`src/sv/ascp_pkg.sv`:
```
// ----------------------------------------------------------------------------
// ascp_pkg
// Shared types, character codes and helpers of the ASCII CAN frame parser.
// ----------------------------------------------------------------------------
package ascp_pkg;

	localparam int FRAME_CHAR_LIMIT_DEF = 80;

	// result kinds
	localparam logic [2:0] KIND_FRAME    = 3'd0;
	localparam logic [2:0] KIND_ACK      = 3'd1;
	localparam logic [2:0] KIND_SEND_ERR = 3'd2;
	localparam logic [2:0] KIND_OVERFLOW = 3'd3;
	localparam logic [2:0] KIND_BAD_LEN  = 3'd4;

	// character codes
	localparam logic [7:0] CH_CR   = 8'h0d;
	localparam logic [7:0] CH_BEL  = 8'h07;
	localparam logic [7:0] CH_ACK  = 8'h7a; // 'z'
	localparam logic [7:0] CH_STD  = 8'h74; // 't'
	localparam logic [7:0] CH_EXT  = 8'h54; // 'T'
	localparam logic [7:0] CH_RTR  = 8'h72; // 'r'
	localparam logic [7:0] CH_XRTR = 8'h52; // 'R'
	localparam logic [7:0] CH_ZERO = 8'h30; // '0'
	localparam logic [7:0] CH_NINE = 8'h39;
	localparam logic [7:0] CH_UA   = 8'h41;
	localparam logic [7:0] CH_UF   = 8'h46;
	localparam logic [7:0] CH_LA   = 8'h61;
	localparam logic [7:0] CH_LF   = 8'h66;

	localparam logic [3:0] MAX_DLC    = 4'd8;
	localparam logic [3:0] BAD_LENGTH = 4'd15;

	typedef struct packed {
		logic [7:0] rx_byte;
	} in_item_t;

	typedef struct packed {
		logic [2:0]  kind;
		logic [31:0] can_id;
		logic        extended;
		logic        remote;
		logic [3:0]  data_length;
		logic [63:0] payload;
		logic [15:0] time_stamp;
	} out_item_t;

	// {valid, digit}
	function automatic logic [4:0] hex_value(input logic [7:0] c);
		logic [7:0] d;
		begin
			d = 8'h00;
			if (c >= CH_ZERO && c <= CH_NINE) begin
				d = c - CH_ZERO;
				return {1'b1, d[3:0]};
			end else if (c >= CH_UA && c <= CH_UF) begin
				d = c - CH_UA + 8'd10;
				return {1'b1, d[3:0]};
			end else if (c >= CH_LA && c <= CH_LF) begin
				d = c - CH_LA + 8'd10;
				return {1'b1, d[3:0]};
			end
			return 5'b0_0000;
		end
	endfunction

endpackage

```
`src/sv/ascp_parser.sv`:
```
// ----------------------------------------------------------------------------
// ascp_parser
// Parse state registers and the per-character update; gives at most one
// result for each character taken.
// ----------------------------------------------------------------------------
module ascp_parser
	import ascp_pkg::*;
#(
	parameter int FRAME_CHAR_LIMIT = FRAME_CHAR_LIMIT_DEF
) (
	input  logic       clk,
	input  logic       arst_n,
	input  logic       en,
	input  logic [7:0] c,
	output logic       res_valid,
	output out_item_t  res
);

	localparam int CNT_W = $clog2(FRAME_CHAR_LIMIT);

	logic             in_frame_q, n_in_frame;
	logic [1:0]       frame_type_q, n_frame_type; // bit0 extended, bit1 remote
	logic [CNT_W-1:0] count_q, n_count;
	logic [31:0]      id_q, n_id;
	logic [3:0]       lc_q, n_lc;
	logic [63:0]      pay_q, n_pay;
	logic [15:0]      stamp_q, n_stamp;
	logic             stopped_q, n_stopped;

	logic [4:0]       hv;
	logic [CNT_W-1:0] dlc_pos, rel, lc2, trel;
	logic [CNT_W:0]   pos_inc;
	logic             ovf, is_lead, do_clear, do_open;
	logic             fld_act, fld_start, stop_eff;
	logic             sel_id, sel_pay, sel_stamp;
	logic [2:0]       byte_idx;

	always_comb begin
		hv       = hex_value(c);
		dlc_pos  = frame_type_q[0] ? CNT_W'(9) : CNT_W'(4);
		rel      = count_q - dlc_pos - CNT_W'(1);
		lc2      = CNT_W'({lc_q, 1'b0});
		trel     = frame_type_q[1] ? rel : rel - lc2;
		byte_idx = rel[3:1];
		pos_inc  = {1'b0, count_q} + (CNT_W+1)'(1);
		ovf      = pos_inc >= (CNT_W+1)'(FRAME_CHAR_LIMIT);
		is_lead  = (c == CH_STD) || (c == CH_EXT) || (c == CH_RTR) || (c == CH_XRTR);

		n_in_frame   = in_frame_q;
		n_frame_type = frame_type_q;
		n_count      = count_q;
		n_id         = id_q;
		n_lc         = lc_q;
		n_pay        = pay_q;
		n_stamp      = stamp_q;
		n_stopped    = stopped_q;
		res_valid    = 1'b0;
		res          = '0;
		do_clear     = 1'b0;
		do_open      = 1'b0;
		fld_act      = 1'b0;
		fld_start    = 1'b0;
		sel_id       = 1'b0;
		sel_pay      = 1'b0;
		sel_stamp    = 1'b0;
		stop_eff     = 1'b0;

		if (en) begin
			if (!in_frame_q) begin
				if (is_lead) begin
					do_clear = 1'b1;
					do_open  = 1'b1;
				end else if (c == CH_ACK) begin
					res_valid = 1'b1;
					res.kind  = KIND_ACK;
				end else if (c == CH_BEL) begin
					res_valid = 1'b1;
					res.kind  = KIND_SEND_ERR;
				end
			end else if (ovf) begin
				do_clear  = 1'b1;
				res_valid = 1'b1;
				res.kind  = KIND_OVERFLOW;
			end else begin
				n_count = pos_inc[CNT_W-1:0];
				if (c == CH_CR) begin
					do_clear  = 1'b1;
					res_valid = 1'b1;
					if (lc_q > MAX_DLC) begin
						res.kind = KIND_BAD_LEN;
					end else begin
						res.kind        = KIND_FRAME;
						res.can_id      = id_q;
						res.extended    = frame_type_q[0];
						res.remote      = frame_type_q[1];
						res.data_length = lc_q;
						res.payload     = frame_type_q[1] ? 64'd0 : pay_q;
						res.time_stamp  = stamp_q;
					end
				end else if (count_q < dlc_pos) begin
					fld_act   = 1'b1;
					fld_start = count_q == CNT_W'(1);
					sel_id    = 1'b1;
				end else if (count_q == dlc_pos) begin
					if (c >= CH_ZERO && c <= CH_ZERO + 8'(MAX_DLC)) begin
						n_lc = 4'(c - CH_ZERO);
					end else begin
						n_lc = BAD_LENGTH;
					end
				end else if (lc_q <= MAX_DLC) begin
					if (!frame_type_q[1] && rel < lc2) begin
						fld_act   = 1'b1;
						fld_start = !rel[0];
						sel_pay   = 1'b1;
					end else if (trel < CNT_W'(4)) begin
						fld_act   = 1'b1;
						fld_start = trel == CNT_W'(0);
						sel_stamp = 1'b1;
					end
				end

				// a hex field takes digits until its first non-hex character
				if (fld_act) begin
					stop_eff  = stopped_q && !fld_start;
					n_stopped = stop_eff || !hv[4];
					if (!stop_eff && hv[4]) begin
						if (sel_id)
							n_id = {id_q[27:0], hv[3:0]};
						if (sel_pay)
							n_pay[byte_idx*8 +: 8] = {pay_q[byte_idx*8 +: 4], hv[3:0]};
						if (sel_stamp)
							n_stamp = {stamp_q[11:0], hv[3:0]};
					end
				end
			end
		end

		if (do_clear) begin
			n_in_frame   = 1'b0;
			n_frame_type = 2'b00;
			n_count      = '0;
			n_id         = '0;
			n_lc         = '0;
			n_pay        = '0;
			n_stamp      = '0;
			n_stopped    = 1'b0;
		end
		if (do_open) begin
			n_in_frame   = 1'b1;
			n_frame_type = {(c == CH_RTR) || (c == CH_XRTR), (c == CH_EXT) || (c == CH_XRTR)};
			n_count      = CNT_W'(1);
		end
	end

	always_ff @(posedge clk or negedge arst_n) begin
		if (!arst_n) begin
			in_frame_q   <= 1'b0;
			frame_type_q <= 2'b00;
			count_q      <= '0;
			id_q         <= '0;
			lc_q         <= '0;
			pay_q        <= '0;
			stamp_q      <= '0;
			stopped_q    <= 1'b0;
		end else begin
			in_frame_q   <= n_in_frame;
			frame_type_q <= n_frame_type;
			count_q      <= n_count;
			id_q         <= n_id;
			lc_q         <= n_lc;
			pay_q        <= n_pay;
			stamp_q      <= n_stamp;
			stopped_q    <= n_stopped;
		end
	end

endmodule

```
`config.mk`:
```
export PLATFORM = sky130hd
export DESIGN_NAME = ascp_parser
export DESIGN_NICKNAME = d
export VERILOG_FILES = /design/src/sv/ascp_pkg.sv /design/src/sv/ascp_parser.sv
export SDC_FILE = /design/constraint.sdc
export NUM_CORES = 1
export LEC_CHECK = 0
export ABC_CLOCK_PERIOD_IN_PS = 4000
export BUFFER_PORTS_ARGS = -buffer_cell sky130_fd_sc_hd__buf_2
export CORE_ASPECT_RATIO = 0.7
export CORE_MARGIN = 1
export CORE_UTILIZATION = 51
export DETAILED_ROUTE_END_ITERATION = 10
export GPL_TIMING_DRIVEN = 0
export PLACE_DENSITY_LB_ADDON = 0.25
export SYNTH_ARGS = -nofsm -noshare
export SYNTH_HDL_FRONTEND = slang
export SYNTH_SLANG_ARGS = --single-unit
```
`constraint.sdc`:
```
create_clock -name clk -period 4 [get_ports clk]
set_clock_uncertainty 0.1 [all_clocks]
set_input_delay 0.8 -clock clk [delete_from_list [all_inputs] [get_ports clk]]
set_output_delay 0.8 -clock clk [all_outputs]
set_load 0.01 [all_outputs]
```
Yosys cells after proc, flatten, opt, wreduce, memory -nomap -nowiden

Index checks and enable logic that the tools add are counted.

Input bits: 11
Register bits after elaboration: 127
Output and inout port bits: 122

Add/sub/neg operators: 10
Shift operators: 3
Muxes and demuxes: 116
Magnitude comparators: 13
Reduce and logical (&&, ||, !) cells: 36
Equal/unequal tests: 13

Operators with widths:

| cell                      | number |
|---|---|
| $mux W64                  | 8 |
| $mux W118                 | 3 |
| $mux W121                 | 2 |
| $mux W32                  | 7 |
| $mux W16                  | 7 |
| $bwmux W64                | 1 |
| $shift A8 B34 Y64 const A | 1 |
| $shiftx A64 B7 Y4         | 1 |
| $shiftx A8 B34 Y64        | 1 |
| $mux W1                   | 61 |
| $mux W7                   | 6 |
| $eq A8 B7 Y1 const B      | 5 |
| $mux W4                   | 9 |
| $neg A6 Y34               | 1 |
| $ge A8 B7 Y1 const B      | 3 |
| $reduce_and A6 Y1         | 4 |
| $mux W5                   | 4 |
| $reduce_bool A2 Y1        | 9 |
| $le A8 B6 Y1 const B      | 2 |
| $le A8 B7 Y1 const B      | 2 |
| $sub A4 B1 Y4 const B     | 3 |
| $mux W2                   | 5 |
| $mux W3                   | 3 |
| $add A4 B4 Y4 const B     | 2 |
| other kinds (24)          | 41 |

Longest topological paths before layout

Gate-level depths: netlist (run 1).

Depth after elaboration: 25
Mapped depth: 18

Worst setup path before layout (run 1)

No wires, ideal clock.

Path kind: register -> register
Start point: register frame_type_q[0]
End point: register pay_q[2]
Path slack: -124 ps
Stages on the path, launching flop included: 16
Required time: 3778 ps
Buffers on the path: 1
Arrival: 3903 ps
Cell sequence: dfrtp_1 inv_1 ha_1 inv_1 ha_1 xor2_1 inv_1 fa_1 a21oi_1 o21ai_0 or4b_4 o2111a_2 a21oi_4 buf_6 o211ai_4 a32o_1

Cells in the longest elaborated chain, start to end: 21
Elaborated cells on any way between the ends: 58

Ends and longest elaborated chain:

| element                                          | RTL line                               | RTL |
|---|---|---|
| start: declaration                               | ascp_parser.sv:22                      | `logic [1:0] frame_type_q, n_frame_type;` |
| start signal: assignment                         | ascp_parser.sv:167                     | `frame_type_q <= n_frame_type;` |
| $mux W4 *                                        | ascp_parser.sv:40                      | `dlc_pos = frame_type_q[0] ? CNT_W'(9) : CNT_W'(4);` |
| $sub A7 B4 Y7                                    | ascp_parser.sv:41                      | `rel = count_q - dlc_pos - CNT_W'(1);` |
| $sub A7 B1 Y7                                    | ascp_parser.sv:41                      |  |
| $sub A7 B5 Y7                                    | ascp_parser.sv:43                      | `trel = frame_type_q[1] ? rel : rel - lc2;` |
| $mux W7                                          | ascp_parser.sv:43                      |  |
| $lt A7 B3 Y1 or $logic_not A7 Y1 (tied branches) | ascp_parser.sv:115, ascp_parser.sv:117 |  |
| $mux W1                                          | ascp_parser.sv:115                     | `end else if (trel < CNT_W'(4)) begin` |
| $mux W1                                          | ascp_parser.sv:111                     | `if (!frame_type_q[1] && rel < lc2) begin` |
| (+5 left out)                                    | n/a                                    |  |
| $mux W1                                          | ascp_parser.sv:69                      | `if (!in_frame_q) begin` |
| $mux W1                                          | ascp_parser.sv:68                      | `if (en) begin` |
| $logic_not A1 Y1                                 | ascp_parser.sv:124                     | `stop_eff = stopped_q && !fld_start;` |
| $logic_and A1 B1 Y1                              | ascp_parser.sv:124                     |  |
| $logic_not A1 Y1                                 | ascp_parser.sv:126                     | `if (!stop_eff && hv[4]) begin` |
| $logic_and A1 B1 Y1                              | ascp_parser.sv:126                     |  |
| $reduce_bool A2 Y1 (no line)                     | n/a                                    |  |
| $reduce_and A6 Y1 (no line)                      | n/a                                    |  |
| end signal: assignment                           | ascp_parser.sv:171                     | `pay_q <= n_pay;` |
| end: declaration                                 | ascp_parser.sv:26                      | `logic [63:0] pay_q, n_pay;` |

Mark *: on every way between the ends. The rest lies on a longest branch, timed or not. The select of a mux whose other input is x is not followed.
A chain may end at the register's enable or synchronous reset.

Worst setup path in the final report (run 1)

Start point: register frame_type_q[0]
End point: register pay_q[17]

Same word-level chain as after synthesis.

==> results of run 1 <==
[cell families after synthesis]
group                      count (synthesis)  synth area share (%)
adders and majority gates                 18                 3.145
AOI/OAI and AO/OA                        186                 20.78
buffers and inverters                     76                 4.244
muxes                                     28                 5.377
and+or+nand+nor                          308                 22.68
xor gates and xnor gates                   7                0.8286
DFF                                      127                 42.95
[cell type report]
cell class / instances / area, um^2
fillers: 1128 / 4659
multi-input cells: 547 / 4220
flip-flops and latches: 127 / 3181
repair buffers: 148 / 842.1
clock buffers: 18 / 439.2
well taps: 190 / 237.7
plain buffers: 40 / 215.2
clock inverters: 13 / 131.4
inverters: 34 / 127.6
[registers in the layout, indices dropped and copies added, names as in the netlist]
register      count
pay_q            64
id_q             32
stamp_q          16
count_q           7
lc_q              4
frame_type_q      2
in_frame_q        1
stopped_q         1
[worst max-delay path, cell delays in order (launching register included)]
cell      delay, ns
dfrtp_2        0.43
buf_12         0.14
ha_4           0.34
o21a_1         0.14
nor2_1         0.06
xnor2_2        0.28
ha_1           0.34
a21oi_2        0.20
o21a_1         0.21
nand4_1        0.20
nor3b_2        0.28
nor2b_1        0.21
buf_4          0.20
and2_1         0.24
o211ai_4       0.17
a22o_1         0.32
[power by group through the flow]
stage / Sequential (mW) / Combinational (mW) / Clock, mW
after CTS: 1.56 / 1.40 / 1.51
after global placement: 1.57 / 1.23 / 0
after detailed placement: 1.57 / 1.26 / 0
after floorplan: 1.54 / 0.986 / 0
after global routing: 1.58 / 1.70 / 1.56
final: 1.56 / 1.57 / 1.50
[cell usage in the layout (no fill, tap or decap), types with 7 or more instances in the layout]
cell	instances
a21oi_1	8
a22o_1	23
a31o_2	12
a32o_1	7
and2_1	100
buf_2	139
buf_4	16
clkbuf_1	13
clkbuf_16	17
clkbuf_2	9
dfrtp_1	125
ha_1	13
inv_1	33
mux2_2	14
mux4_2	8
nand2_1	44
nand3_1	16
nor2_1	49
nor3_1	31
o21ai_0	27
o2bb2ai_1	47
or3_1	8
[routing by layer]
layer  vias up  part of all wire (%)  GRT usage (%)
li1       3077                     -              -
met1      3273                    46          43.99
met3        38                   8.9          7.478
met2       338                    42          44.76
met4         0                   2.2          11.78
met5         -                     0              0
[worst min-delay path by stage]
stage / from / endpoint / cells after the start
6_report: arst_n / in_frame_q / 1
3_3_place_gp: pay_q[53] / pay_q[53] / 1
5_1_grt: arst_n / count_q[5] / 1
3_5_place_dp: pay_q[5] / pay_q[5] / 1
2_1_floorplan: pay_q[12] / pay_q[12] / 1
4_1_cts: arst_n / in_frame_q / 1
[timing repair]
item,in CTS,in global routing
endpoints found under the setup margin,207,203
pin swaps,3,6
setup buffers,9,5
gates cloned,0,1
gates resized for setup,43,42
[per-stage QoR]
| step | power, mW | setup slack [ns] | utilization, % | TNS, ns | hold slack (ns) |
|---|---|---|---|---|---|
| global route | 4.845 | -0.02352 | 66.84 | -0.09680 | 0.2825 |
| CTS | 4.469 | -0.04000 | 65.30 | -0.04000 | 0.2503 |
| floorplan | 2.523 | 0.07441 | - | 0 | 0.3481 |
| global placement | 2.800 | -0.9513 | 59.10 | -129.50 | 0.3651 |
| finish | 4.633 | 0.05800 | 66.84 | 0 | 0.2363 |
| detailed placement | 2.835 | -0.9463 | 59.34 | -134.58 | 0.3657 |
==> key figures, run 1 <==
Logic synthesis
  • Most frequent cells after synthesis: 127 x dfrtp_1, 102 x and2_1, 53 x nor2_1, 53 x o2bb2ai_1, 46 x nand2_1
  • Primary FF master, synth: dfrtp_1
  • Netlist cell types: 70
  • Number of synthesized flops with an enable pin: 0
  • Post-Syn Area: roughly 7400 um^2
  • Top-count cell post-synth: dfrtp_1
  • Syn nets: 779
  • YS warnings: 0
  • Mapped Cells: 750
  • Yosys reg bits: 127
  • Synth async-reset ratio: 100.0%
  • Area contributors post-synth: dfrtp_1 43%, and2_1 8.6%, o2bb2ai_1 6.3%, ha_1 2.9%, a22o_1 2.7%
  • Syn avg cell area: 9.866 um^2
  • Post-synth top area share: a little over two fifths
  • Area leader, netlist: dfrtp_1
  • Sequential share of the synthesized area: 42.95%

Pwr
  • Sw frac: between 30% and 40%
  • Pwr Density: approximately 490 nW/um^2
  • P_sw: ~1.6 mW
  • Combinational power share: 33.8%
  • Leakage Power: 4.414 nW
  • Seq pwr share: 33.7%
  • Int Pwr: 2.996 mW
  • VDD IR-drop max: around 0.4 mV
  • Clk pwr share: 32.5%

Detailed routing
  • Routed length per instance: 19.98 um
  • Routed vias/inst: 6.021
  • Drt total wl: roughly 22000 um
  • Antenna Nets Post-Route: 0
  • Total number of vias: 6726
  • First drt pass iteration count: 5
  • DR DRC count: 0
  • DR iter-0 viols: 678

Clocking
  • TritonCTS clock tree: built
  • CTS buffer count: 17
  • Hold Buf Count CTS: 0
  • H-tree levels: 4
  • Clk buf depth: 2
  • Clk_lat worst skew: 0.42 ns
  • # clock sinks: 127
  • CTS root buffer: clkbuf_16
  • CTS clk-pin slew, worst paths: 0.06 ns

Floorplanning
  • I/O pins: between 100 and 150
  • Rows: 36
  • Die width: 146.0 um
  • Core area: 14050 um^2
  • Die height: slightly above 100 um
  • Die area: 15000 um^2
  • Starting Density: a little over half

Critical path
  • R2R cell count: 15
  • Setup Crit Path Kind: reg2reg
  • R2r setup slk: 0.06 ns
  • Worst setup SP type: register
  • Critical path origin: frame_type_q[0]
  • R2R Path Start: frame_type_q[0]
  • WP data arrival: 4.15 ns
  • FF-to-FF End: pay_q[17]
  • Crit-path max FO: 10
  • Setup crit end kind: register
  • WP data required: 4.20 ns
  • CP Capture Point: pay_q[17]

Global route
  • Vias in the first global route: about 6300
  • Total global routing overflow: 0
  • All-Layer GR Usage: 30.55%
  • Largest net degree at the start of global routing: 74
  • First-pass GRT wire length: 34840 um
  • Initial antenna violation count: 0

Placement
  • GPL Wtd Cong: approximately 0.95
  • Cell total after placement: 1073
  • Placed Area: between 8000 and 9000 um^2
  • Final HPWL from detailed placement: 15470 um
  • I/O Buffers: 132

Finish
  • Design area: 9394 um^2
  • P&R area growth vs syn: 26.95%
  • Nets: 944
  • Post-Layout Cell Count: around 1100
  • ANT cells: 0
  • Layout cell share with drive strength beyond 1: roughly a third

Job
  • Max-Cap Viols: 0

Timing
  • Part of the cycle the worst path needs: ~100%
  • # setup viols final: 0
  • Max frequency: approximately 250 MHz
  • Endpoints failing hold: 0
  • Worst slew pin tran: 1.001 ns
  • Relative slew slack: about a third
  • Fin crit period: between 3 and 4 ns
  • Slew Viols, Final: 0

Outcome
  • Status: complete, no violations

Worst hold path
  • Min-delay worst type: in2async
Power figures use the tool's default switching activity.
==> run 2, diff against run 1 <==
--- a/config.mk
+++ b/config.mk
@@ -13,6 +13,8 @@
 export DETAILED_ROUTE_END_ITERATION = 10
 export GPL_TIMING_DRIVEN = 0
 export PLACE_DENSITY_LB_ADDON = 0.25
+export SKIP_CTS_REPAIR_TIMING = 1
+export SLEW_MARGIN = 20
 export SYNTH_ARGS = -nofsm -noshare
 export SYNTH_HDL_FRONTEND = slang
 export SYNTH_SLANG_ARGS = --single-unit
==> constraint.sdc (replaced) <==
create_clock -name clk -period 4 [get_ports clk]
set_clock_uncertainty 0.1 [all_clocks]
set_input_delay 0.8 -clock clk [delete_from_list [all_inputs] [get_ports clk]]
set_output_delay 0.8 -clock clk [all_outputs]
set_load 0.005 [all_outputs]
==> key figures, run 2 (synthesized netlist as in run 1, its figures left out) <==
Global route
  • Busiest layer in global routing: met1
  • Met2 Usage GRT: 43.72%
  • Met1 Track Usage GR: between 40 and 50%
  • Initial antenna violation count: 0
  • All-Layer GR Usage: 29.93%
  • First-pass GRT wire length: 34020 um
  • GRT met3 Usage: 5.973%
  • Total global routing overflow: 0
  • Vias in the first global route: slightly above 6000
  • Largest net degree at the start of global routing: 74

Clocking
  • Clk_lat worst skew: 0.42 ns
  • TritonCTS clock tree: built
  • # clock sinks: 127
  • Clk buf depth: 2
  • CTS buffer count: 17
  • CTS root buffer: clkbuf_16
  • CTS clk-pin slew, worst paths: 0.06 ns
  • H-tree levels: 4

Finish
  • P&R area growth vs syn: 26.18%
  • Top reg by flops: pay_q
  • Post-Layout Cell Count: 1116
  • Fill cells: roughly 1100
  • Most frequent cells in the layout: 137 x buf_2, 124 x dfrtp_1, 100 x and2_1, 50 x nor2_1, 50 x o2bb2ai_1
  • ANT cells: 0
  • Number of flip-flops in the largest register: 64
  • Layout cell share with drive strength beyond 1: 31.53%
  • Top Registers: pay_q (64), id_q (32), stamp_q (16)
  • Nets: 943
  • Most common library cell in the layout ignoring fill and taps: buf_2

Placement
  • I/O Buffers: 132
  • Final HPWL from detailed placement: about 16000 um
  • GPL Wtd Cong: about 0.95
  • Cell total after placement: ~1100

Detailed routing
  • DR iter-0 viols: 847
  • Routed length per instance: 19.86 um
  • Routed vias/inst: 6.047
  • Drt total wl: 22160 um
  • Total number of vias: 6749
  • First drt pass iteration count: 7
  • Antenna Nets Post-Route: 0
  • DR DRC count: 0

Critical path
  • WP data required: 4.20 ns
  • Setup crit end kind: register
  • WP data arrival: 4.08 ns
  • Worst setup SP type: register
  • Crit-path max FO: 10
  • Setup Crit Path Kind: reg2reg

Timing
  • Fin crit period: about 4 ns
  • Slew Viols, Final: 0
  • Endpoints failing hold: 0
  • Relative slew slack: 35.62%
  • Worst slew pin tran: 0.9658 ns
  • Max frequency: between 200 and 300 MHz
  • Part of the cycle the worst path needs: 97.17%
  • # setup viols final: 0

Floorplanning
  • Starting Density: a little over half
  • Die height: 102.8 um
  • Rows: 36
  • Die width: approximately 150 um
  • I/O pins: 133
  • Core area: 14050 um^2
  • Die area: ~15000 um^2

Pwr
  • Pwr Density: approximately 500 nW/um^2
  • VDD IR-drop max: between 0.4 and 0.5 mV
  • Leakage Power: 4.385 nW
  • Pwr Total: between 4 and 5 mW

Outcome
  • Status: complete, no violations

Worst hold path
  • Min-delay worst type: in2async

Job
  • Max-Cap Viols: 0
## run 2: worst max-delay path, cell delays in order, from the launching register on
cell	delay, ns
dfrtp_1	0.39
inv_2	0.12
ha_4	0.16
inv_1	0.06
ha_4	0.19
nand2b_4	0.17
a21oi_4	0.20
xor2_2	0.18
inv_1	0.09
ha_4	0.16
nor2_2	0.12
o21ai_1	0.14
or4b_4	0.55
o2111a_2	0.21
a21oi_4	0.16
buf_12	0.15
buf_6	0.17
nand2_1	0.23
o2bb2ai_1	0.20
## run 2: layout make-up
type / instances / area (um^2) / area share, %
buffer: 40 / 206.4 / 2.211
clock buffer: 18 / 439.2 / 4.704
clock inverter: 13 / 153.9 / 1.648
inverter: 34 / 127.6 / 1.367
multi-input combinational: 547 / 4161 / 44.57
sequential: 127 / 3182 / 34.08
tap: 190 / 237.7 / 2.546
timing repair buffer: 147 / 828.3 / 8.872
## run 2: final timing paths
check / start / endpoint / slack (ns) / cells past startpoint
worst min-delay path: arst_n / count_q[6] / 0.19 / 1
worst min register to register: pay_q[28] / pay_q[28] / 0.38 / 1
min in group clk: pay_q[28] / pay_q[28] / 0.38 / 1
max in group asynchronous: arst_n / pay_q[51] / 2.91 / 2
worst max-delay path: frame_type_q[0] / pay_q[8] / 0.11 / 18
worst max register to register: frame_type_q[0] / pay_q[8] / 0.11 / 18
## run 2: metal layers
metal,vias to the layer above,wire length (um)
li1,3072,-
met4,0,390
met1,3304,10450
met2,334,9481
met5,-,0
met3,39,1839
## run 2: where the power goes
group / internal (mW) / total, mW / switching [mW]
Sequential: 1.45 / 1.56 / 0.111
Combinational: 0.664 / 1.53 / 0.871
Clock: 0.944 / 1.58 / 0.636
Total: 3.06 / 4.67 / 1.62
## run 2: per-stage QoR
stage          setup WS (ns)  hold slack, ns  area [um^2]  util (%)  setup TNS [ns]
2_1_floorplan        0.07441          0.3481         7407         -               0
3_3_place_gp         -0.9336          0.3651         8305     59.10         -128.14
3_5_place_dp         -0.7960          0.3657         8348     59.40         -108.93
4_1_cts              -0.8352          0.2020         8941     63.62         -114.64
5_1_grt             -0.03656          0.2226         9336     66.44         -0.4639
6_report              0.1131          0.1892         9336     66.44               0
==> run 3, diff against run 2 <==
--- a/config.mk
+++ b/config.mk
@@ -9,11 +9,10 @@
 export BUFFER_PORTS_ARGS = -buffer_cell sky130_fd_sc_hd__buf_2
 export CORE_ASPECT_RATIO = 0.7
 export CORE_MARGIN = 1
-export CORE_UTILIZATION = 51
+export CORE_UTILIZATION = 50
 export DETAILED_ROUTE_END_ITERATION = 10
 export GPL_TIMING_DRIVEN = 0
 export PLACE_DENSITY_LB_ADDON = 0.25
-export SKIP_CTS_REPAIR_TIMING = 1
 export SLEW_MARGIN = 20
 export SYNTH_ARGS = -nofsm -noshare
 export SYNTH_HDL_FRONTEND = slang
==> key figures, run 3 (synthesized netlist as in run 1, its figures left out) <==
Outcome
  • Status: complete, no violations

Pwr
  • Leakage Power: 4.416 nW
  • Pwr Density: 505.2 nW/um^2
  • Pwr Total: about 4.8 mW
  • VDD IR-drop max: 0.3867 mV

Critical path
  • Crit-path max FO: 10
  • Crit path depth: 18
  • Worst setup SP type: register
  • WP data arrival: 4.17 ns
  • Buf/Inv on CP: 5
  • Critical path, cell by cell: inv_2, ha_4, inv_1, ha_2, nand2b_4, a21oi_4, xor2_2, inv_1, ha_4, nor2_2, o21ai_2, or4b_4, o2111a_2, a21oi_4, buf_12, buf_12, o211ai_4, a32o_1
  • CP Capture Point: pay_q[2]
  • Setup Crit Path Kind: reg2reg
  • Setup crit end kind: register
  • CP max stage cell: or4b_4
  • FF-to-FF End: pay_q[2]
  • WP data required: 4.22 ns
  • R2R Path Start: frame_type_q[0]
  • Critical path origin: frame_type_q[0]
  • R2r setup slk: 0.05 ns
  • R2R cell count: 18
  • Largest stage delay, worst path: 0.54 ns
  • CP top delay family: compound AO/OA/AOI/OAI gates

Clocking
  • CTS root buffer: clkbuf_16
  • # clock sinks: 127
  • Clk_lat worst skew: 0.43 ns
  • Clk buf depth: 2
  • Hold Buf Count CTS: 0
  • CTS buffer count: 17
  • CTS clk-pin slew, worst paths: 0.06 ns
  • TritonCTS clock tree: built
  • H-tree levels: 4

Timing
  • Relative slew slack: 26.90%
  • Max frequency: approximately 250 MHz
  • Hold WS: about 0.17 ns
  • Part of the cycle the worst path needs: 98.81%
  • Endpoints failing hold: 0
  • Fin crit period: 3.952 ns
  • # setup viols final: 0
  • Post-route setup slack: 0.04750 ns
  • Worst slew pin tran: 1.097 ns
  • Slew Viols, Final: 0
  • Setup_tns: 0 ns

Finish
  • Top reg by flops: pay_q
  • Layout cell share with drive strength beyond 1: 32.87%
  • Top Registers: pay_q (64), id_q (32), stamp_q (16)
  • Nets: 944
  • Most frequent cells in the layout: 140 x buf_2, 124 x dfrtp_1, 99 x and2_1, 49 x nor2_1, 44 x nand2_1
  • P&R area growth vs syn: 28.15%
  • ANT cells: 0
  • Design area: 9483 um^2
  • Number of flip-flops in the largest register: 64
  • Most common library cell in the layout ignoring fill and taps: buf_2

Global route
  • Vias in the first global route: 6443
  • All-Layer GR Usage: 30.40%
  • Total global routing overflow: 0
  • Largest net degree at the start of global routing: between 70 and 80
  • First-pass GRT wire length: roughly 36000 um
  • Initial antenna violation count: 0

Detailed routing
  • Routed vias/inst: 6.084
  • DR DRC count: 0
  • Routed length per instance: 20.37 um
  • Antenna Nets Post-Route: 0
  • First drt pass iteration count: 5
  • DR iter-0 viols: 640
  • Drt total wl: 22770 um
  • Total number of vias: 6802

Floorplanning
  • I/O pins: approximately 130
  • Core area: 14190 um^2
  • Die width: 147.4 um
  • Starting Density: 52.15%
  • Rows: 36
  • Die height: 103.8 um
  • Die area: 15300 um^2

Placement
  • Final HPWL from detailed placement: 15670 um
  • GPL Wtd Cong: a little under 1
  • Worst slack at placement: -0.8155 ns
  • Placed Area: approximately 8300 um^2
  • I/O Buffers: 132

Worst hold path
  • Min-delay worst type: in2async

Job
  • Max-Cap Viols: 0
==> run 3: stage by stage <==
step	cells	util (%)
after floorplan	750	-
after global placement	1072	58.54
after detailed placement	1073	58.84
after CTS	1114	64.95
after global routing	1118	66.83
final	1118	66.83
==> run 3: repair_timing <==
item	CTS	global route
gates cloned	1	0
pin swaps	3	5
resized for setup	38	44
setup endpoints to repair	206	197
setup buffers	9	6
==> run 3: layout make-up <==
type	count	area (um^2)
Buffer	39	203.9
Clock buffer	20	446.7
Clock inverter	12	182.7
Fill cell	1140	4706
Inverter	34	127.6
Multi-Input combinational cell	547	4243
Sequential cell	127	3182
Tap cell	190	237.7
Timing Repair Buffer	149	859.6
==> run 3: power by group <==
part	switching (mW)	leakage (nW)	internal, mW
sequential	0.113	1.70	1.45
clock	0.612	0.309	1.06
combinational	0.895	2.40	0.658
==> run 3: worst min-delay path by stage <==
| stage | startpoint | endpoint | slack (ns) |
|---|---|---|---|
| after floorplan | pay_q[12] | pay_q[12] | 0.35 |
| after global placement | pay_q[55] | pay_q[55] | 0.36 |
| after detailed placement | pay_q[47] | pay_q[47] | 0.37 |
| after CTS | arst_n | frame_type_q[0] | 0.18 |
| after global routing | arst_n | count_q[5] | 0.20 |
| final | arst_n | count_q[5] | 0.17 |
==> run 3: layer usage <==
metal	up-vias	share of wire [%]	GRT usage, %	wire length [um]
li1	3072	-	-	-
met1	3375	47	46.41	10740
met2	320	44	43.43	9950
met3	35	7.7	5.374	1756
met4	0	1.4	9.573	320
met5	-	0	0	0
